===== config.mk =====
export PLATFORM = sky130hd
export DESIGN_NAME = bpc_div
export DESIGN_NICKNAME = d
export VERILOG_FILES = /design/src/hw/rtl/bpc_div.sv
export SDC_FILE = /design/constraint.sdc
export NUM_CORES = 1
export LEC_CHECK = 0
export BUFFER_PORTS_ARGS = -buffer_cell sky130_fd_sc_hd__buf_2
export CORE_MARGIN = 1
export CORE_UTILIZATION = 30
export DETAILED_ROUTE_END_ITERATION = 16
export GPL_ROUTABILITY_DRIVEN = 0
export HOLD_SLACK_MARGIN = 0.03
export PLACE_DENSITY_LB_ADDON = 0.3
export SKIP_LAST_GASP = 1
export SLEW_MARGIN = 15
export SYNTH_ARGS = -nofsm -noshare
export SYNTH_HDL_FRONTEND = slang
export SYNTH_SLANG_ARGS = --single-unit

===== constraint.sdc =====
create_clock -name clk -period 2.1 [get_ports clk]
set_input_delay 0.21 -clock clk [delete_from_list [all_inputs] [get_ports clk]]
set_output_delay 0.21 -clock clk [all_outputs]
set_load 0.01 [all_outputs]

===== src/hw/rtl/bpc_div.sv =====
module bpc_div #(
  parameter int NW = 8,
  parameter int DW = 8,
  parameter int QW = 4
) (
  input  logic          clk,
  input  logic          rst_n,
  input  logic          start,
  input  logic [NW-1:0] num,
  input  logic [DW-1:0] den,
  output logic          done,
  output logic [QW-1:0] quot
);

  localparam int XW    = (NW > DW + QW) ? NW : DW + QW;
  localparam int CNT_W = $clog2(QW + 1);

  logic [XW-1:0]    rem_r;
  logic [XW-1:0]    dsh_r;
  logic [QW-1:0]    q_r;
  logic [QW:0]      q_ext;
  logic [CNT_W-1:0] cnt_r;
  logic             busy_r;
  logic             done_r;
  logic             ge;

  always_comb begin
    ge    = (rem_r >= dsh_r);
    q_ext = {q_r, ge};
  end

  always_ff @(posedge clk) begin
    if (!rst_n) begin
      busy_r <= 1'b0;
      done_r <= 1'b0;
      cnt_r  <= '0;
    end else begin
      done_r <= 1'b0;
      if (start) begin
        busy_r <= 1'b1;
        cnt_r  <= CNT_W'(QW);
      end else if (busy_r) begin
        cnt_r <= cnt_r - 1'b1;
        if (cnt_r == CNT_W'(1)) begin
          busy_r <= 1'b0;
          done_r <= 1'b1;
        end
      end
    end
  end

  always_ff @(posedge clk) begin
    if (start) begin
      rem_r <= XW'(num);
      dsh_r <= XW'(den) << (QW - 1);
      q_r   <= '0;
    end else if (busy_r) begin
      if (ge) begin
        rem_r <= rem_r - dsh_r;
      end
      dsh_r <= dsh_r >> 1;
      q_r   <= q_ext[QW-1:0];
    end
  end

  assign done = done_r;
  assign quot = q_r;

endmodule


* Yosys cells after proc, flatten, opt, wreduce, memory -nomap -nowiden *
Cells that the tools add are included.

operators by class
  $lt $le $gt $ge = 1
  mux-type cells = 11
  add/subtract/negate cells = 2
  eq/ne operators = 1
  bitwise logic cells = 2
  reductions and logical operators = 6

operators with widths
  operator                                                                number
  8-bit 2-to-1 mux                                                        3
  11-bit 2-to-1 mux                                                       2
  12-bit by 11-bit greater-or-equal comparator with 1-bit output          1
  12-bit by 11-bit subtractor with 12-bit output                          1
  3-bit 2-to-1 mux                                                        2
  1-bit 2-to-1 mux                                                        4
  2-bit AND reduction                                                     2
  2-bit nonzero test                                                      2
  3-bit by 1-bit equality test with 1-bit output (second input constant)  1
  3-bit OR reduction                                                      1
  3-bit by 1-bit subtractor with 3-bit output (second input constant)     1
  1-bit inverter                                                          2
  2-bit OR reduction                                                      1

word-level totals
  register bits after elaboration = 32
  word-level logic and storage cells = 32
  output and inout bits = 5
  input port bits = 19

* Depth between registers and ports, before layout *
Gate-level depths: netlist (run 1).

  depth in word-level cells = 4
  mapped depth = 9
  gate-level depth less buffers = 9

* Least setup slack after synthesis (run 1) *
No wires, ideal clock.

  path kind = flip-flop to flip-flop
  start point = register rem_r[0]
  end point = register rem_r[11]
  clock period less this slack = 2363 ps
  library setup time = 123 ps
  arrival = 2240 ps
  required time = 1977 ps
  cell stages (with the launch flop) = 10
  setup slack = -263 ps
  buffers on the path = 0
  path through = edfxtp_1 inv_1 ha_1 fa_1 and2b_1 o22a_1 o21ai_0 a211o_2 a311oi_2 mux2_1

between the ends
  longest elaborated chain between the ends = 2
  elaborated cells between the ends (all ways) = 3
  those cells by class = add/sub: 1; order compare: 1; reduce/logical: 1

RTL lines
  item                                                            line  RTL
  from (decl)                                                     18    logic [XW-1:0] rem_r;
  from (signal assigned)                                          54    rem_r <= XW'(num);
  from (signal assigned)                                          59    rem_r <= rem_r - dsh_r;
  12-bit by 11-bit greater-or-equal comparator with 1-bit output  28    ge = (rem_r >= dsh_r);
  2-bit AND reduction (no line)                                   n/a

Several ways; a longest one is shown, not always the timed one.
A chain may end at the register's enable or synchronous reset.

* Worst setup path in the final report (run 1) *
Same ends and word-level chain as after synthesis.

==> results of run 1 <==
metrics by stage:
step | utilization, % | hold WS (ns)
detailed placement | 36.76 | 0.4522
finish | 39.62 | 0.1534
floorplan | - | 0.3275
global route | 39.62 | 0.1616
global placement | 36.76 | 0.4463
CTS | 38.55 | 0.1477
repair_timing:
action                                  CTS  global route
pin swaps                                 3             1
buffers inserted                          1             2
gates resized for setup                   2            11
endpoints found under the setup margin   13            16
synth_stat cells (2+ instances only):
| library cell | number | area [um2] |
|---|---|---|
| and2b_1 | 2 | 15.01 |
| xnor2_1 | 5 | 43.79 |
| o21ai_0 | 15 | 75.07 |
| ha_1 | 13 | 162.7 |
| or2_2 | 2 | 12.51 |
| mux2i_1 | 7 | 70.07 |
| o31ai_1 | 5 | 37.54 |
| inv_1 | 14 | 52.55 |
| and2_1 | 2 | 12.51 |
| clkbuf_1 | 4 | 15.01 |
| nor3_1 | 3 | 15.01 |
| o211ai_1 | 2 | 15.01 |
| a21oi_1 | 10 | 50.05 |
| a22oi_1 | 2 | 15.01 |
| nor2b_1 | 2 | 12.51 |
| dfxtp_1 | 16 | 320.3 |
| nor2_1 | 13 | 48.80 |
| nand2_1 | 20 | 75.07 |
| a211o_2 | 2 | 20.02 |
| a22o_1 | 2 | 17.52 |
| edfxtp_1 | 16 | 480.5 |
| nand2b_1 | 5 | 31.28 |
| o21a_1 | 3 | 22.52 |
| xor2_1 | 5 | 43.79 |
worst max path at each step:
| stage | to | cells after the start | slack (ns) | from |
|---|---|---|---|---|
| after floorplan | rem_r[11] | 9 | -0.21 | rem_r[0] |
| after global placement | rem_r[11] | 9 | -0.19 | rem_r[0] |
| after detailed placement | rem_r[11] | 9 | -0.28 | rem_r[0] |
| after CTS | rem_r[11] | 9 | -0.30 | rem_r[0] |
| after global routing | rem_r[11] | 9 | -0.32 | rem_r[0] |
| final | rem_r[11] | 9 | -0.24 | rem_r[0] |
flip-flops by register name, summed over array words and instances, names as in the netlist:
register  flops
busy_r        1
cnt_r         3
rem_r        12
dsh_r        11
quot          4
done          1
critical path: stages, from the launching register on:
cell	delay (ns)
edfxtp_1	0.32
inv_1	0.04
ha_2	0.19
fa_2	0.34
and2b_1	0.22
o22a_1	0.14
o21ai_1	0.08
a211o_2	0.32
a311oi_2	0.22
mux2_1	0.36
cells in the final DEF (no fill, tap or decap), drive strengths merged, types with 3 or more instances in the layout:
| cell | synthesis | routed |
|---|---|---|
| buf | 2 | 45 |
| nand2 | 20 | 20 |
| dfxtp | 16 | 16 |
| edfxtp | 16 | 16 |
| o21ai | 16 | 16 |
| inv | 14 | 15 |
| nor2 | 13 | 13 |
| ha | 13 | 13 |
| a21oi | 10 | 10 |
| mux2i | 7 | 7 |
| clkbuf | 4 | 6 |
| o31ai | 5 | 5 |
| nand2b | 5 | 5 |
| xor2 | 5 | 5 |
| xnor2 | 5 | 5 |
| o21a | 3 | 3 |
| nor3 | 3 | 3 |
| a211o | 3 | 3 |
logic make-up after synthesis:
family | after synthesis | share of synthesized area, %
AO/OA/AOI/OAI | 50 | 18.17
XOR/XNOR | 10 | 4.710
adder cells (fa/ha/maj) | 14 | 9.825
buffers and inverters | 21 | 4.643
flip-flops | 32 | 43.07
multiplexers | 8 | 4.374
AND/OR/NAND/NOR | 57 | 15.21
final cells by class:
type	count	area, um2
fill	600	3596
clock inverter	2	15.01
tap	75	93.84
inverter	15	56.30
timing repair buffer	45	287.8
clock buffer	6	72.57
multi-input combinational	139	1033
sequential	32	800.8
per-layer routing:
layer / vias to the layer above / part of all wire, % / track usage (%)
met5: - / 0 / 0
met4: 0 / 1.5 / 4.821
met3: 4 / 3.8 / 2.386
met2: 37 / 43 / 20.00
met1: 674 / 51 / 17.96
li1: 776 / - / -
where the power goes:
part	total [mW]	internal [mW]	switching (mW)
sequential	0.784	0.746	0.0388
combinational	0.837	0.429	0.408
clock	0.487	0.237	0.250
total	2.11	1.41	0.697
==> flow_summary.toml, run 1 <==
[worst_hold_path]
min_path_cells = 2
worstHoldStart = "rst_n"
hold_path_class = "in2reg"
hold_end = "cnt_r[2]"

[synthesis]
synthesis.area_mm2 = 0.001859
ys_seq_elements = 32
syn_nets = 225
synthArstFlopShare_pct = 0
synth_ff_type = "edfxtp_1"
ys_types = 46
synth_cells = 192
synth-warning-count = 0
synth_edf_count = 16
synth-seq-area-share_pct = 43.07
synth_area_per_cell_um2 = 9.684

[timing]
skew_ns = 0.009262
fin_ws_ns = -0.2395
hold_viol_final = 0
rsz0062_at_grt = "yes"
period_share_pct = 111.4
setup_viol = 12
worst_pin_slew_ns = 0.6252
slew_headroom_pct = 58.32
fmax_mhz = 427.4
post-route-min-period_ns = 2.340
tns_ns = -1.328
finalMaxSlewViolations = 0

[place]
dpl-instance-area_mm2 = 0.002190
io_buffers = 23
dp.cells = 303
dp_hpwl_um = 2830
dp_slack_ns = -0.2785

[job]
drv_cap = 0

[finish]
syn_to_final_growth_pct = 26.92
drive_gt1_share_pct = 30.13
final_cell_area_mm2 = 0.002360
finalNonFillerCells = 314
nNetsFinal = 271
antenna_cells_inserted = 0

[run_status]
status = "finished, violations left"
violations = "setup timing"

[cts]
clkSinkCount = 32
clk_latency_ns = 0.29
cts_tree = "done"
clock_path_buffers = 2
htreeDepth = 2
ctsHoldBuffers = 0
numCtsBuffers = 5
cts-root-buf = "clkbuf_8"
path_clk_slew_ns = 0.08

[setup_path]
path_class = "reg2reg"
critical_path_arrival_ns = 2.51
r2r_start = "rem_r[0]"
reg2reg_to = "rem_r[11]"
ff2ff_path_depth = 9
required_ns = 2.27
endpoint_kind = "flip-flop"
cp-start-kind = "flip-flop"
rrSetupSlack_ns = -0.24
worst-path-max-fanout = 3

[routing]
viasPerCell = 4.748
first_iter_violations = 46
vias = 1491
final_antenna_net_count = 0
wl_per_cell_um = 12.42
firstDrtPassIters = 4
drc = 0
totalWireLength_um = 3901

[power_and_ir_drop]
leakage_nw = 1.018
ir_worst_vdd_v = 0.0004773
total_power_mw = 2.108
p_per_area_mw_per_mm2 = 893.3

[grt]
grt-ovfl-total = 0
grt_max_degree = 38
grt_pass1_vias = 1404
grt_util_all_layers_pct = 12.98
grt_pass1_wl_um = 6410
antenna_found_initial = 0

[floorplan]
rows = 28
die-area_mm2 = 0.006517
start_util_pct = 31.22
coreArea_mm2 = 0.005956
die_w_um = 80.73
io_pins = 24
die_h_um = 80.73
Note: power is estimated with default switching activity, not from simulation.
==> run 2, diff against run 1 <==
- BUFFER_PORTS_ARGS: -buffer_cell sky130_fd_sc_hd__buf_2 -> -buffer_cell sky130_fd_sc_hd__buf_4
==> flow_summary.toml, run 2 (synthesis results as in run 1) <==
[routing]
met1Wirelength_um = 1920
final_antenna_net_count = 0
wl_met2_um = 1726
totalWireLength_um = 3859
wl_per_cell_um = 12.41
wl_met3_um = 138
viasPerCell = 4.830
firstDrtPassIters = 4
drc = 0
first_iter_violations = 62
top_layer_used = "met4"
vias = 1502

[finish]
layout_commonest_cell = "buf_4"
mostFrequentLayoutCells = "buf_4 (41), nand2_1 (20), dfxtp_1 (16), edfxtp_1 (16), inv_1 (14)"
multiInputGateArea_mm2 = 0.001002
largest_register_ffs = 12
antenna_cells_inserted = 0
n_fill_cell = 620
drive_gt1_share_pct = 27.97
regMostFlops = "rem_r"
syn_to_final_growth_pct = 27.39
nNetsFinal = 268
final_cell_area_mm2 = 0.002369
seqCellArea_um2 = 800.8
utilization_pct = 39.77
finalNonFillerCells = 311

[cts]
cts_tree = "done"
clock_path_buffers = 2
numCtsBuffers = 5
clkSinkCount = 32
ctsHoldBuffers = 0
cts-root-buf = "clkbuf_8"
clk_latency_ns = 0.29
htreeDepth = 2
path_clk_slew_ns = 0.07

[floorplan]
io_pins = 24
die_h_um = 80.73
start_util_pct = 31.22
die-area_mm2 = 0.006517
rows = 28
die_w_um = 80.73
coreArea_mm2 = 0.005956

[timing]
slew_headroom_pct = 69.16
hold_viol_final = 0
rsz0062_at_grt = "yes"
setup_viol = 12
period_share_pct = 109.8
fmax_mhz = 433.7
tns_ns = -1.364
post-route-min-period_ns = 2.306
skew_ns = 0.005740
worst_pin_slew_ns = 0.4625
fin_ws_ns = -0.2060
finalMaxSlewViolations = 0

[setup_path]
critical_path_arrival_ns = 2.48
required_ns = 2.28
cp-start-kind = "flip-flop"
path_class = "reg2reg"
worst-path-max-fanout = 3
endpoint_kind = "flip-flop"

[worst_hold_path]
hold_path_class = "in2reg"

[run_status]
violations = "setup timing"
status = "finished, violations left"

[power_and_ir_drop]
ir_worst_vdd_v = 0.0005066
leakage_nw = 1.015
p_per_area_mw_per_mm2 = 894.9

[job]
drv_cap = 0

[grt]
grt_util_all_layers_pct = 12.83
grt-ovfl-total = 0
antenna_found_initial = 0
grt_pass1_vias = 1382
grt_max_degree = 51
grt_pass1_wl_um = 6306

[place]
io_buffers = 23
dp_slack_ns = -0.2656
dpl-instance-area_mm2 = 0.002217
dp_hpwl_um = 2740
dp.cells = 299
==> run 2: cell types whose count changed in the layout (fill, tap and decap cells not counted), moves of 2 or more <==
cell and delta:
a21oi_2 -2, buf_4 +21, ha_1 +2, a21oi_1 +2, buf_2 -23
==> run 2: layer usage <==
| layer | vias to the layer above | GRT usage (%) |
|---|---|---|
| met5 | - | 0 |
| met4 | 0 | 5.357 |
| met3 | 8 | 3.068 |
| met2 | 27 | 20.25 |
| met1 | 699 | 16.69 |
| li1 | 768 | - |
==> run 2: area by class of cell <==
class                      instances  area share (%)
clock buffer                       6           3.487
clock inverter                     2          0.5811
tap                               75           3.962
inverter                          15           2.377
multi-input combinational        139           42.31
sequential                        32           33.81
timing repair buffer              42           13.47
==> run 2: through the flow <==
stage                     hold WS (ns)  power, mW
after floorplan                 0.3275      1.313
after global placement          0.4342      1.548
after detailed placement        0.4416      1.554
after CTS                       0.1363      2.118
after global routing            0.1501      2.242
final                           0.1423      2.120
==> run 2: critical path, stage by stage (launching register included) <==
cell and delay, ns:
edfxtp_1 0.32, inv_1 0.04, ha_2 0.19, fa_2 0.33
and2b_1 0.21, o22a_1 0.14, o21ai_1 0.08, a211o_2 0.32
a311oi_2 0.22, mux2_1 0.34
==> run 2: where the power goes <==
| part | switching [mW] | internal [mW] | leakage, nW |
|---|---|---|---|
| Clock | 0.247 | 0.266 | 0.0477 |
| Sequential | 0.0376 | 0.745 | 0.294 |
| Combinational | 0.402 | 0.421 | 0.673 |
| Total | 0.687 | 1.43 | 1.02 |
==> run 2: final timing paths <==
check,end,cells after the start,start,slack [ns]
setup / recovery,rem_r[11],9,rem_r[0],-0.21
setup reg to reg,rem_r[11],9,rem_r[0],-0.21
hold reg to reg,cnt_r[1],2,cnt_r[1],0.48
hold / removal,cnt_r[2],2,rst_n,0.14
==> run 2: repair_timing <==
item / 4_1_cts / 5_1_grt
buffers inserted: 4 / 1
pin swaps: 6 / 5
setup endpoints to repair: 13 / 15
gates resized for setup: 6 / 3
