**src/hw/rtl/bpc_pkg.sv**
```systemverilog
package bpc_pkg;

  localparam int POS_W       = 16;
  localparam int SAMPLE_W    = 16;
  localparam int BINS_W      = 7;
  localparam int FUNC_W      = 2;
  localparam int STATUS_W    = 2;
  localparam int IDX_OUT_W   = 6;
  localparam int CNT_OUT_W   = 13;
  localparam int CORR_W      = 16;
  localparam int CFG_ADDR_W  = 2;
  localparam int CFG_DATA_W  = 16;
  localparam int IN_DATA_W   = 48;
  localparam int OUT_DATA_W  = 40;
  localparam int OUT_PAD_W   = OUT_DATA_W - IDX_OUT_W - CNT_OUT_W - CORR_W;

  localparam int FRAC_SHIFT  = 32;
  localparam int DQ_W        = FRAC_SHIFT + 1;
  localparam int ROOT_W      = 17;

  localparam logic [FUNC_W-1:0] FUNC_ADD   = 2'd0;
  localparam logic [FUNC_W-1:0] FUNC_QUERY = 2'd1;
  localparam logic [FUNC_W-1:0] FUNC_CLEAR = 2'd2;
  localparam logic [FUNC_W-1:0] FUNC_RSVD  = 2'd3;

  localparam logic [STATUS_W-1:0] ST_OK    = 2'd0;
  localparam logic [STATUS_W-1:0] ST_RANGE = 2'd1;
  localparam logic [STATUS_W-1:0] ST_FULL  = 2'd2;
  localparam logic [STATUS_W-1:0] ST_DROP  = 2'd3;

  localparam logic [CFG_ADDR_W-1:0] REG_X_LOW  = 2'd0;
  localparam logic [CFG_ADDR_W-1:0] REG_X_HIGH = 2'd1;
  localparam logic [CFG_ADDR_W-1:0] REG_BINS   = 2'd2;

  localparam logic [CORR_W-1:0] CORR_MAX = 16'h7FFF;

  typedef struct packed {
    logic [STATUS_W-1:0]      status;
    logic [IDX_OUT_W-1:0]     bin_index;
    logic [CNT_OUT_W-1:0]     pair_count;
    logic signed [CORR_W-1:0] correlation;
  } result_t;

endpackage

```
**src/hw/rtl/bpc_mul.sv**
```systemverilog
module bpc_mul #(
  parameter int W = 8
) (
  input  logic           clk,
  input  logic           rst_n,
  input  logic           start,
  input  logic [W-1:0]   a,
  input  logic [W-1:0]   b,
  output logic           done,
  output logic [2*W-1:0] prod
);

  localparam int CNT_W = $clog2(W + 1);

  logic [2*W-1:0]   acc_r;
  logic [2*W-1:0]   acc_nxt;
  logic [W-1:0]     a_r;
  logic [CNT_W-1:0] cnt_r;
  logic             busy_r;
  logic             done_r;
  logic [W:0]       sum;

  always_comb begin
    sum     = {1'b0, acc_r[2*W-1:W]} + (acc_r[0] ? {1'b0, a_r} : {(W + 1){1'b0}});
    acc_nxt = {sum, acc_r[W-1:1]};
  end

  always_ff @(posedge clk) begin
    if (!rst_n) begin
      busy_r <= 1'b0;
      done_r <= 1'b0;
      cnt_r  <= '0;
    end else begin
      done_r <= 1'b0;
      if (start) begin
        busy_r <= 1'b1;
        cnt_r  <= CNT_W'(W);
      end else if (busy_r) begin
        cnt_r <= cnt_r - 1'b1;
        if (cnt_r == CNT_W'(1)) begin
          busy_r <= 1'b0;
          done_r <= 1'b1;
        end
      end
    end
  end

  always_ff @(posedge clk) begin
    if (start) begin
      a_r   <= a;
      acc_r <= {{W{1'b0}}, b};
    end else if (busy_r) begin
      acc_r <= acc_nxt;
    end
  end

  assign done = done_r;
  assign prod = acc_r;

endmodule

```
**src/hw/rtl/bpc_div.sv**
```systemverilog
module bpc_div #(
  parameter int NW = 8,
  parameter int DW = 8,
  parameter int QW = 4
) (
  input  logic          clk,
  input  logic          rst_n,
  input  logic          start,
  input  logic [NW-1:0] num,
  input  logic [DW-1:0] den,
  output logic          done,
  output logic [QW-1:0] quot
);

  localparam int XW    = (NW > DW + QW) ? NW : DW + QW;
  localparam int CNT_W = $clog2(QW + 1);

  logic [XW-1:0]    rem_r;
  logic [XW-1:0]    dsh_r;
  logic [QW-1:0]    q_r;
  logic [QW:0]      q_ext;
  logic [CNT_W-1:0] cnt_r;
  logic             busy_r;
  logic             done_r;
  logic             ge;

  always_comb begin
    ge    = (rem_r >= dsh_r);
    q_ext = {q_r, ge};
  end

  always_ff @(posedge clk) begin
    if (!rst_n) begin
      busy_r <= 1'b0;
      done_r <= 1'b0;
      cnt_r  <= '0;
    end else begin
      done_r <= 1'b0;
      if (start) begin
        busy_r <= 1'b1;
        cnt_r  <= CNT_W'(QW);
      end else if (busy_r) begin
        cnt_r <= cnt_r - 1'b1;
        if (cnt_r == CNT_W'(1)) begin
          busy_r <= 1'b0;
          done_r <= 1'b1;
        end
      end
    end
  end

  always_ff @(posedge clk) begin
    if (start) begin
      rem_r <= XW'(num);
      dsh_r <= XW'(den) << (QW - 1);
      q_r   <= '0;
    end else if (busy_r) begin
      if (ge) begin
        rem_r <= rem_r - dsh_r;
      end
      dsh_r <= dsh_r >> 1;
      q_r   <= q_ext[QW-1:0];
    end
  end

  assign done = done_r;
  assign quot = q_r;

endmodule

```
**src/hw/rtl/bpc_corr.sv**
```systemverilog
module bpc_corr #(
  parameter int CW  = 13,
  parameter int SUW = 29,
  parameter int SQW = 43
) (
  input  logic                                clk,
  input  logic                                rst_n,
  input  logic                                start,
  input  logic [CW-1:0]                       n,
  input  logic signed [SUW-1:0]               su,
  input  logic signed [SUW-1:0]               sv,
  input  logic [SQW-1:0]                      suu,
  input  logic [SQW-1:0]                      svv,
  input  logic signed [SQW:0]                 suv,
  output logic                                done,
  output logic signed [bpc_pkg::CORR_W-1:0]   corr
);

  localparam int MW = CW + SQW + 1;
  localparam int PW = 2 * MW;
  localparam int RW = bpc_pkg::ROOT_W;

  typedef enum logic [3:0] {
    C_IDLE, C_NUU, C_UU, C_NVV, C_VV, C_NUV, C_UV, C_AB, C_CC, C_DIV, C_SQRT, C_OUT
  } cstate_t;

  cstate_t                       state_r;
  logic [CW-1:0]                 n_r;
  logic [SUW-1:0]                su_m_r;
  logic [SUW-1:0]                sv_m_r;
  logic [SQW-1:0]                suu_r;
  logic [SQW-1:0]                svv_r;
  logic [SQW:0]                  suv_m_r;
  logic                          neg_uv_r;
  logic                          neg_c2_r;
  logic [MW-1:0]                 t1_r;
  logic [MW-1:0]                 a_r;
  logic [MW-1:0]                 b_r;
  logic [MW-1:0]                 cmag_r;
  logic                          cneg_r;
  logic [PW-1:0]                 p_r;
  logic [PW-1:0]                 csq_r;
  logic [bpc_pkg::DQ_W-1:0]      d_r;
  logic [RW-1:0]                 root_r;
  logic [RW-1:0]                 bit_r;
  logic                          mul_go_r;
  logic                          div_go_r;
  logic                          done_r;
  logic signed [bpc_pkg::CORR_W-1:0] corr_r;

  logic [MW-1:0]                 ma;
  logic [MW-1:0]                 mb;
  logic                          mul_done;
  logic [PW-1:0]                 mul_prod;
  logic                          div_done;
  logic [bpc_pkg::DQ_W-1:0]      div_quot;
  logic [MW:0]                   t1s;
  logic [MW:0]                   t2s;
  logic [MW:0]                   cs;
  logic [MW:0]                   cabs;
  logic [RW-1:0]                 cand;
  logic [2*RW-1:0]               sq;
  logic [RW:0]                   kx;
  logic [RW:0]                   nk;

  always_comb begin
    case (state_r)
      C_NUU: begin ma = MW'(n_r);    mb = MW'(suu_r);   end
      C_UU:  begin ma = MW'(su_m_r); mb = MW'(su_m_r);  end
      C_NVV: begin ma = MW'(n_r);    mb = MW'(svv_r);   end
      C_VV:  begin ma = MW'(sv_m_r); mb = MW'(sv_m_r);  end
      C_NUV: begin ma = MW'(n_r);    mb = MW'(suv_m_r); end
      C_UV:  begin ma = MW'(su_m_r); mb = MW'(sv_m_r);  end
      C_AB:  begin ma = a_r;         mb = b_r;          end
      C_CC:  begin ma = cmag_r;      mb = cmag_r;       end
      default: begin ma = '0;        mb = '0;           end
    endcase
  end

  always_comb begin
    t1s  = neg_uv_r ? (~{1'b0, t1_r}) + 1'b1 : {1'b0, t1_r};
    t2s  = neg_c2_r ? (~{1'b0, mul_prod[MW-1:0]}) + 1'b1 : {1'b0, mul_prod[MW-1:0]};
    cs   = t1s - t2s;
    cabs = cs[MW] ? (~cs) + 1'b1 : cs;
    cand = root_r | bit_r;
    sq   = cand * cand;
    kx   = ({1'b0, root_r} + 1'b1) >> 1;
    nk   = (~kx) + 1'b1;
  end

  bpc_mul #(.W(MW)) u_mul (
    .clk   (clk),
    .rst_n (rst_n),
    .start (mul_go_r),
    .a     (ma),
    .b     (mb),
    .done  (mul_done),
    .prod  (mul_prod)
  );

  bpc_div #(.NW(PW + bpc_pkg::FRAC_SHIFT), .DW(PW), .QW(bpc_pkg::DQ_W)) u_div (
    .clk   (clk),
    .rst_n (rst_n),
    .start (div_go_r),
    .num   ({csq_r, {bpc_pkg::FRAC_SHIFT{1'b0}}}),
    .den   (p_r),
    .done  (div_done),
    .quot  (div_quot)
  );

  always_ff @(posedge clk) begin
    if (!rst_n) begin
      state_r  <= C_IDLE;
      mul_go_r <= 1'b0;
      div_go_r <= 1'b0;
      done_r   <= 1'b0;
    end else begin
      mul_go_r <= 1'b0;
      div_go_r <= 1'b0;
      done_r   <= 1'b0;
      case (state_r)
        C_IDLE: begin
          if (start) begin
            n_r      <= n;
            su_m_r   <= su[SUW-1] ? (~su) + 1'b1 : su;
            sv_m_r   <= sv[SUW-1] ? (~sv) + 1'b1 : sv;
            suu_r    <= suu;
            svv_r    <= svv;
            suv_m_r  <= suv[SQW] ? (~suv) + 1'b1 : suv;
            neg_uv_r <= suv[SQW];
            neg_c2_r <= su[SUW-1] ^ sv[SUW-1];
            mul_go_r <= 1'b1;
            state_r  <= C_NUU;
          end
        end
        C_NUU: begin
          if (mul_done) begin
            t1_r <= mul_prod[MW-1:0]; mul_go_r <= 1'b1; state_r <= C_UU;
          end
        end
        C_UU: begin
          if (mul_done) begin
            a_r <= t1_r - mul_prod[MW-1:0]; mul_go_r <= 1'b1; state_r <= C_NVV;
          end
        end
        C_NVV: begin
          if (mul_done) begin
            t1_r <= mul_prod[MW-1:0]; mul_go_r <= 1'b1; state_r <= C_VV;
          end
        end
        C_VV: begin
          if (mul_done) begin
            b_r <= t1_r - mul_prod[MW-1:0]; mul_go_r <= 1'b1; state_r <= C_NUV;
          end
        end
        C_NUV: begin
          if (mul_done) begin
            t1_r <= mul_prod[MW-1:0]; mul_go_r <= 1'b1; state_r <= C_UV;
          end
        end
        C_UV: begin
          if (mul_done) begin
            cneg_r   <= cs[MW];
            cmag_r   <= cabs[MW-1:0];
            mul_go_r <= 1'b1;
            state_r  <= C_AB;
          end
        end
        C_AB: begin
          if (mul_done) begin
            if (mul_prod == '0) begin
              corr_r  <= '0;
              done_r  <= 1'b1;
              state_r <= C_IDLE;
            end else begin
              p_r      <= mul_prod;
              mul_go_r <= 1'b1;
              state_r  <= C_CC;
            end
          end
        end
        C_CC: begin
          if (mul_done) begin
            csq_r    <= mul_prod;
            div_go_r <= 1'b1;
            state_r  <= C_DIV;
          end
        end
        C_DIV: begin
          if (div_done) begin
            d_r     <= div_quot;
            root_r  <= '0;
            bit_r   <= RW'(1) << (RW - 1);
            state_r <= C_SQRT;
          end
        end
        C_SQRT: begin
          if (sq <= (2 * RW)'(d_r)) begin
            root_r <= cand;
          end
          bit_r <= bit_r >> 1;
          if (bit_r[0]) begin
            state_r <= C_OUT;
          end
        end
        C_OUT: begin
          if (cneg_r) begin
            corr_r <= nk[bpc_pkg::CORR_W-1:0];
          end else if (kx > (RW + 1)'(bpc_pkg::CORR_MAX)) begin
            corr_r <= bpc_pkg::CORR_MAX;
          end else begin
            corr_r <= kx[bpc_pkg::CORR_W-1:0];
          end
          done_r  <= 1'b1;
          state_r <= C_IDLE;
        end
        default: state_r <= C_IDLE;
      endcase
    end
  end

  assign done = done_r;
  assign corr = corr_r;

endmodule

```
**config.mk**
```make
export PLATFORM = sky130hd
export DESIGN_NAME = bpc_corr
export DESIGN_NICKNAME = d
export VERILOG_FILES = /design/src/hw/rtl/bpc_pkg.sv /design/src/hw/rtl/bpc_mul.sv /design/src/hw/rtl/bpc_div.sv /design/src/hw/rtl/bpc_corr.sv
export SDC_FILE = /design/constraint.sdc
export NUM_CORES = 2
export LEC_CHECK = 0
export ABC_AREA = 0
export BUFFER_PORTS_ARGS = -buffer_cell sky130_fd_sc_hd__buf_2
export CORE_UTILIZATION = 52
export CTS_CLUSTER_SIZE = 30
export DETAILED_ROUTE_END_ITERATION = 10
export HOLD_SLACK_MARGIN = 0.12
export PLACE_DENSITY = 0.72
export SLEW_MARGIN = 20
export SYNTH_ARGS = -nofsm -noshare
export SYNTH_HDL_FRONTEND = slang
export SYNTH_SLANG_ARGS = --single-unit
```
**constraint.sdc**
```tcl
create_clock -name clk -period 15.4 [get_ports clk]
set_input_delay 2.31 -clock clk [delete_from_list [all_inputs] [get_ports clk]]
set_output_delay 2.31 -clock clk [all_outputs]
set_load 0.01 [all_outputs]
```
# Word level (Yosys, flattened, before mapping)
# Index checks and enable logic that the tools add are counted.
[totals]
regBits = 1263
input_bits = 204
out_inout_bits = 17
word_cells = 188
[op_classes]
reduce_logical = 30
order_cmp = 3
addsub = 14
eq_ne = 26
bitwise = 13
multipliers = 1
muxes = 59
[ops]
columns = ["cell", "n"]
rows = [
  ["2-to-1 mux 146 bit", 5],
  ["one-hot mux 57 bit (7 select lines)", 1],
  ["one-hot mux 57 bit (5 select lines)", 1],
  ["2-to-1 mux 57 bit", 4],
  [">= comparator 147 x 146 -> 1 bit", 1],
  ["subtractor 147 x 146 -> 147 bit", 1],
  ["adder 58 x 1 -> 58 bit, second input constant", 2],
  ["2-to-1 mux 58 bit", 2],
  ["NOT 57 -> 58 bit", 2],
  ["zero test 114 bit", 1],
  ["one-hot mux 17 bit (2 select lines)", 2],
  ["2-to-1 mux 16 bit", 4],
  ["adder 29 x 1 -> 29 bit, second input constant", 2],
  ["adder 57 x 57 -> 58 bit", 1],
  ["NOT 29 bit", 2],
  ["subtractor 58 bit", 1],
  ["adder 57 x 1 -> 57 bit, second input constant", 1],
  ["NOT 57 bit", 1],
  ["subtractor 57 bit", 1],
  ["2-to-1 mux 28 bit", 2],
  ["2-to-1 mux 17 bit", 3],
  ["2-to-1 mux 4 bit", 12],
  ["adder 44 x 1 -> 44 bit, second input constant", 1],
  ["NOT 44 bit", 1],
  ["other kinds (33)", 92],
]

# Logic depth before layout (Yosys ltp)
[depth]
ltp_word = 7
depth_mapped = 42
mapped_depth_nobuf = 40

# Hierarchy
# Synthesis repeated with hierarchy kept, for this count alone.
[hier_totals]
cells_unflattened = 8186
hier_area_um2 = 82391.5
[by_module_without_submodules]
columns = ["module", "cells_each", "instances", "area_per_inst_um2", "seq_area_each_um2"]
rows = [
  ["bpc_corr", 4365, 1, 48064.8, 22451.5],
  ["bpc_div", 2861, 1, 24173.2, 9288.9],
  ["bpc_mul", 960, 1, 10153.5, 4724.5],
]

# Worst setup path before layout
# Ideal clock, no wire load.
[synth_timing]
path_kind = "input port to flip-flop"
startpoint = "input port rst_n"
endpoint = "register a_r[0], enable pin"
t_arrival_ns = 8.055
path_buffers = 1
path_stages = 3
setup_time_ns = 0.613
required_ns = 14.787
setup_slack_ns = 6.732
cell_sequence = "clkbuf_1 -> nand2_1 -> nor4_1"
[synth_between]
elab_chain_cells = 1
[synth_rtl]
columns = ["item", "line_no", "source"]
rows = [
  ["from (decl)", "bpc_corr.sv:7", "input logic rst_n,"],
  ["AND reduction 3 bit (no line)", "-", ""],
  ["to (signal assigned)", "bpc_corr.sv:143", "a_r <= t1_r - mul_prod[MW-1:0]; mul_go_r <= 1'b1; state_r <= C_NVV;"],
  ["to (decl)", "bpc_corr.sv:37", "logic [MW-1:0] a_r;"],
]
# Every way passes these cells.
# A chain may end at the register's enable or synchronous reset.

# Worst setup path in the final report
[layout_timing]
startpoint = "register root_r[9]"
endpoint = "register root_r[13], enable pin"
[layout_between]
elab_chain_cells = 5
[layout_rtl]
columns = ["item", "line_no", "source"]
rows = [
  ["from (decl)", "bpc_corr.sv:44", "logic [RW-1:0] root_r;"],
  ["from (signal assigned)", "bpc_corr.sv:199", "root_r <= cand;"],
  ["bitwise OR 17 bit", "bpc_corr.sv:85", "cand = root_r | bit_r;"],
  ["via cand[9]", "bpc_corr.sv:61", "logic [RW-1:0] cand;"],
  ["multiplier 17 x 17 -> 34 bit", "bpc_corr.sv:86", "sq = cand * cand;"],
  ["<= comparator 34 x 33 -> 1 bit", "bpc_corr.sv:198", "if (sq <= (2 * RW)'(d_r)) begin"],
  ["inequality test 2 bit (no line)", "-", ""],
  ["AND reduction 4 bit (no line)", "-", ""],
]
# The timed path passes the listed nets, and every way through them passes these cells.

==> impl_table.tex <==
\begin{tabular}{lr}
\hline
Metric & Value \\
\hline
\multicolumn{2}{l}{\textbf{Outcome}} \\
Status & finished with violations \\
Violations in the final reports & design-rule violations \\
\multicolumn{2}{l}{\textbf{Global route}} \\
Largest net degree at the start of global routing & 178 \\
Total global routing track utilization & 29.3\% \\
First-pass GRT wire length & 355 mm \\
Number of antenna violations at the first check in global routing & 23 \\
Residual overflow from global routing & 0 \\
Number of global-route vias before repair & 60555 \\
\multicolumn{2}{l}{\textbf{Worst hold path}} \\
Hold Path Stages & 0 \\
Hold path endpoint & d\_r[32]\$\_DFFE\_PP\_ \\
Hold Path Class & reg -> reg \\
Origin of the worst min-delay path & u\_div.quot[32]\$\_SDFFE\_PP0P\_ \\
\multicolumn{2}{l}{\textbf{Synth}} \\
Synth area leader & edfxtp\_1 \\
Netlist Area Pre-Place & 79900 sq um \\
Sequential-to-total area share from yosys stat & 45.2\% \\
Number of warnings issued by yosys & 0 \\
Top post-synthesis cells by count & edfxtp\_1, nor2\_1, inv\_1 \\
Number of flops mapped to enable cells by yosys & 1085 \\
Number of nets produced by synthesis & 8682 \\
Register bit count reported by yosys & 1263 \\
Most frequent cell after synthesis & edfxtp\_1 \\
Gate Count Post-Synth & 7818 \\
Dominant register cell in the synthesized netlist & edfxtp\_1 \\
Mean cell area of the mapped netlist & 10.2 sq um \\
Share of the synthesized area in the top cell type & 40.8\% \\
Distinct cells, synth & 89 \\
Largest cells by area after synthesis & edfxtp\_1, ha\_1, xnor2\_1 \\
Post-synth ARST share & 0\% \\
\multicolumn{2}{l}{\textbf{Worst setup path}} \\
Critical path's most frequent cell & fa\_1 \\
Data required, critical path & 15800 ps \\
Number of cell instances on the worst register-to-register path & 33 \\
Start-to-end type of the worst setup path & reg -> reg \\
Critical-path maximum fanout & 17 \\
Crit path DAT & 10890 ps \\
Element type at the critical path start & flop \\
Reg2Reg Capture Point & root\_r[13]\$\_SDFFCE\_PP0P\_ \\
CP endpoint kind & flop \\
Worst r2r src & root\_r[9]\$\_SDFFCE\_PP0P\_ \\
Slack of the worst reg-to-reg path & 4900 ps \\
Largest stage delay on the critical path & 770 ps \\
Slowest cell on crit path & a41o\_1 \\
\multicolumn{2}{l}{\textbf{Route}} \\
Total wire length after detailed routing & 232 mm \\
Remaining antenna violation count & 0 \\
Via-per-instance ratio & 6.17 \\
Drt first pass iters & 11 \\
Initial DRC count & 6255 \\
Total number of vias & 61920 \\
Post-detailed-route DRC marker count & 6 \\
DR WL/cell & 23.1 um \\
\multicolumn{2}{l}{\textbf{Place}} \\
GP Congestion & 0.983 \\
Half-perimeter wire length of the detailed placement result & 173 mm \\
IO Port Bufs & 220 \\
\multicolumn{2}{l}{\textbf{Pwr}} \\
Sequential cell fraction of total power & 39.5\% \\
Worst IR drop on VDD & 0.000181 V \\
Leakage power total & 0.0337 uW \\
Pwr dens & 134 nW/um\^{}2 \\
Psw & 4180 uW \\
Comb pwr share & 30.9\% \\
Switching Share & 35.5\% \\
Clock power frac & 29.6\% \\
Cell internal pwr & 7580 uW \\
\multicolumn{2}{l}{\textbf{Timing}} \\
Max-slew violation count & 0 \\
Final-layout setup total negative slack & 0 ps \\
Tcrit/Tclk final & 68.2\% \\
Total setup violations reported at the end of the flow & 0 \\
Minimum period implied by the final worst setup slack & 10500 ps \\
Transition time at the pin with the least slew margin & 1230 ps \\
Setup Skew & 50.6 ps \\
Setup repair after global routing missed its margin & false \\
Fin. Hold Viols & 0 \\
Worst slew slack as a fraction of its limit & 16.9\% \\
Highest clock rate & 0.0953 GHz \\
\multicolumn{2}{l}{\textbf{Floorplanning}} \\
Die span in y & 394 um \\
Die outline area & 155000 sq um \\
Top-Level Pins & 221 \\
Starting Density & 52.5\% \\
Std cell rows & 143 \\
Width of the die & 394 um \\
Floorplan Core Area & 152000 sq um \\
\multicolumn{2}{l}{\textbf{Clock network}} \\
Clock root buffer master & clkbuf\_16 \\
Clock insertion delay at the later pin of the skew report & 810 ps \\
Buffers inserted by post-CTS timing repair & 0 \\
Clock sink count & 1263 \\
Gates resized, CTS repair & 0 \\
Clock buffers created by TritonCTS & 140 \\
Post-cts hold buffer count & 0 \\
Clock-pin transition on the worst setup and hold timing paths & 60 ps \\
H-tree depth & 4 \\
Number of buffers on the longest clock path & 3 \\
TritonCTS clock tree & yes \\
\multicolumn{2}{l}{\textbf{Layout}} \\
Number of nets in the finished design & 8743 \\
Area added between synthesis and finish & 9.75\% \\
Post-route core utilization & 57.6\% \\
Ratio of cells with drive above 1 in the final layout & 7.41\% \\
\multicolumn{2}{l}{\textbf{Job}} \\
Max cap viols & 0 \\
\hline
\end{tabular}
==> per-layer routing <==
| metal | global-route usage (%) | part of all wire (%) | vias to the layer above |
|---|---|---|---|
| met5 | 0 | 0.029 | - |
| met4 | 13.1 | 4.6 | 10 |
| met3 | 4.70 | 7.5 | 509 |
| met2 | 47.6 | 47 | 2579 |
| met1 | 38.7 | 41 | 30214 |
| li1 | - | - | 28608 |
==> power groups by stage <==
stage	logic [uW]	registers [uW]	clock network [uW]
global route	3940	4670	3650
floorplan	2570	4490	0
finish	3630	4650	3480
global placement	3500	4700	0
CTS	3580	4640	3520
detailed placement	3540	4710	0
==> critical path: cells and delay by family (launching register included) <==
family / cells / cell delay (ps)
flip-flops: 1 / 430
AND/OR/NAND/NOR: 6 / 1240
buffers and inverters: 4 / 860
AO/OA/AOI/OAI: 14 / 3620
adder cells (fa/ha/maj): 8 / 3780
XOR/XNOR: 1 / 160
==> layout by cell type (no fill, tap or decap), drive strengths merged, types with 196 or more instances in the layout <==
| cell type | synthesis | routed |
|---|---|---|
| nand2 | 579 | 579 |
| ha | 464 | 464 |
| inv | 647 | 652 |
| xnor2 | 459 | 459 |
| buf | 25 | 288 |
| o21ai | 351 | 351 |
| fa | 196 | 196 |
| edfxtp | 1085 | 1085 |
| a21oi | 503 | 503 |
| a22o | 203 | 203 |
| nor2 | 685 | 685 |
==> kinds of logic after synthesis <==
logic type / synth area share (%)
and+or+nand+nor: 12.4
DFF: 45.2
xor gates and xnor gates: 6.80
AOI/OAI and AO/OA: 17.3
buffers and inverters: 4.86
muxes: 1.21
adders and majority gates: 12.2
==> flip-flops by register name (all words and copies together), names as in the netlist, 114 cells and up <==
signal,cells
csq_r,114
u_div.dsh_r,146
u_mul.prod,114
p_r,114
u_div.rem_r,147
==> area by class of cell <==
class                      instances  area [sq um]
tap                             2030          2540
multi-input combinational       5527         40000
antenna                           11          27.5
clock inverter                    76          1010
sequential                      1263         36200
inverter                         659          2470
timing repair buffer             288          1640
fill                           12883         64600
clock buffer                     185          3820
==> per-stage QoR <==
step	cells	total power [uW]	hold WS, ps	setup WS [ps]	area, sq um
3_5_place_dp	9767	8250	417	4950	82800
3_3_place_gp	9767	8200	415	5070	82800
4_1_cts	10028	11700	439	4900	87700
6_report	10039	11800	440	4900	87700
2_1_floorplan	7818	7060	408	6730	79900
5_1_grt	10037	12300	464	4320	87700
==> worst max path at each step <==
| stage | end | cells past startpoint | from | slack [ps] |
|---|---|---|---|---|
| 2_1_floorplan | a_r[0]$_DFFE_PP_ | 3 | rst_n | 6730 |
| 3_3_place_gp | root_r[16]$_SDFFCE_PP0P_ | 33 | root_r[9]$_SDFFCE_PP0P_ | 5070 |
| 3_5_place_dp | root_r[13]$_SDFFCE_PP0P_ | 33 | root_r[9]$_SDFFCE_PP0P_ | 4950 |
| 4_1_cts | root_r[13]$_SDFFCE_PP0P_ | 33 | root_r[9]$_SDFFCE_PP0P_ | 4900 |
| 5_1_grt | root_r[15]$_SDFFCE_PP0P_ | 33 | root_r[9]$_SDFFCE_PP0P_ | 4320 |
| 6_report | root_r[13]$_SDFFCE_PP0P_ | 33 | root_r[9]$_SDFFCE_PP0P_ | 4900 |
Power figures use the tool's default switching activity.
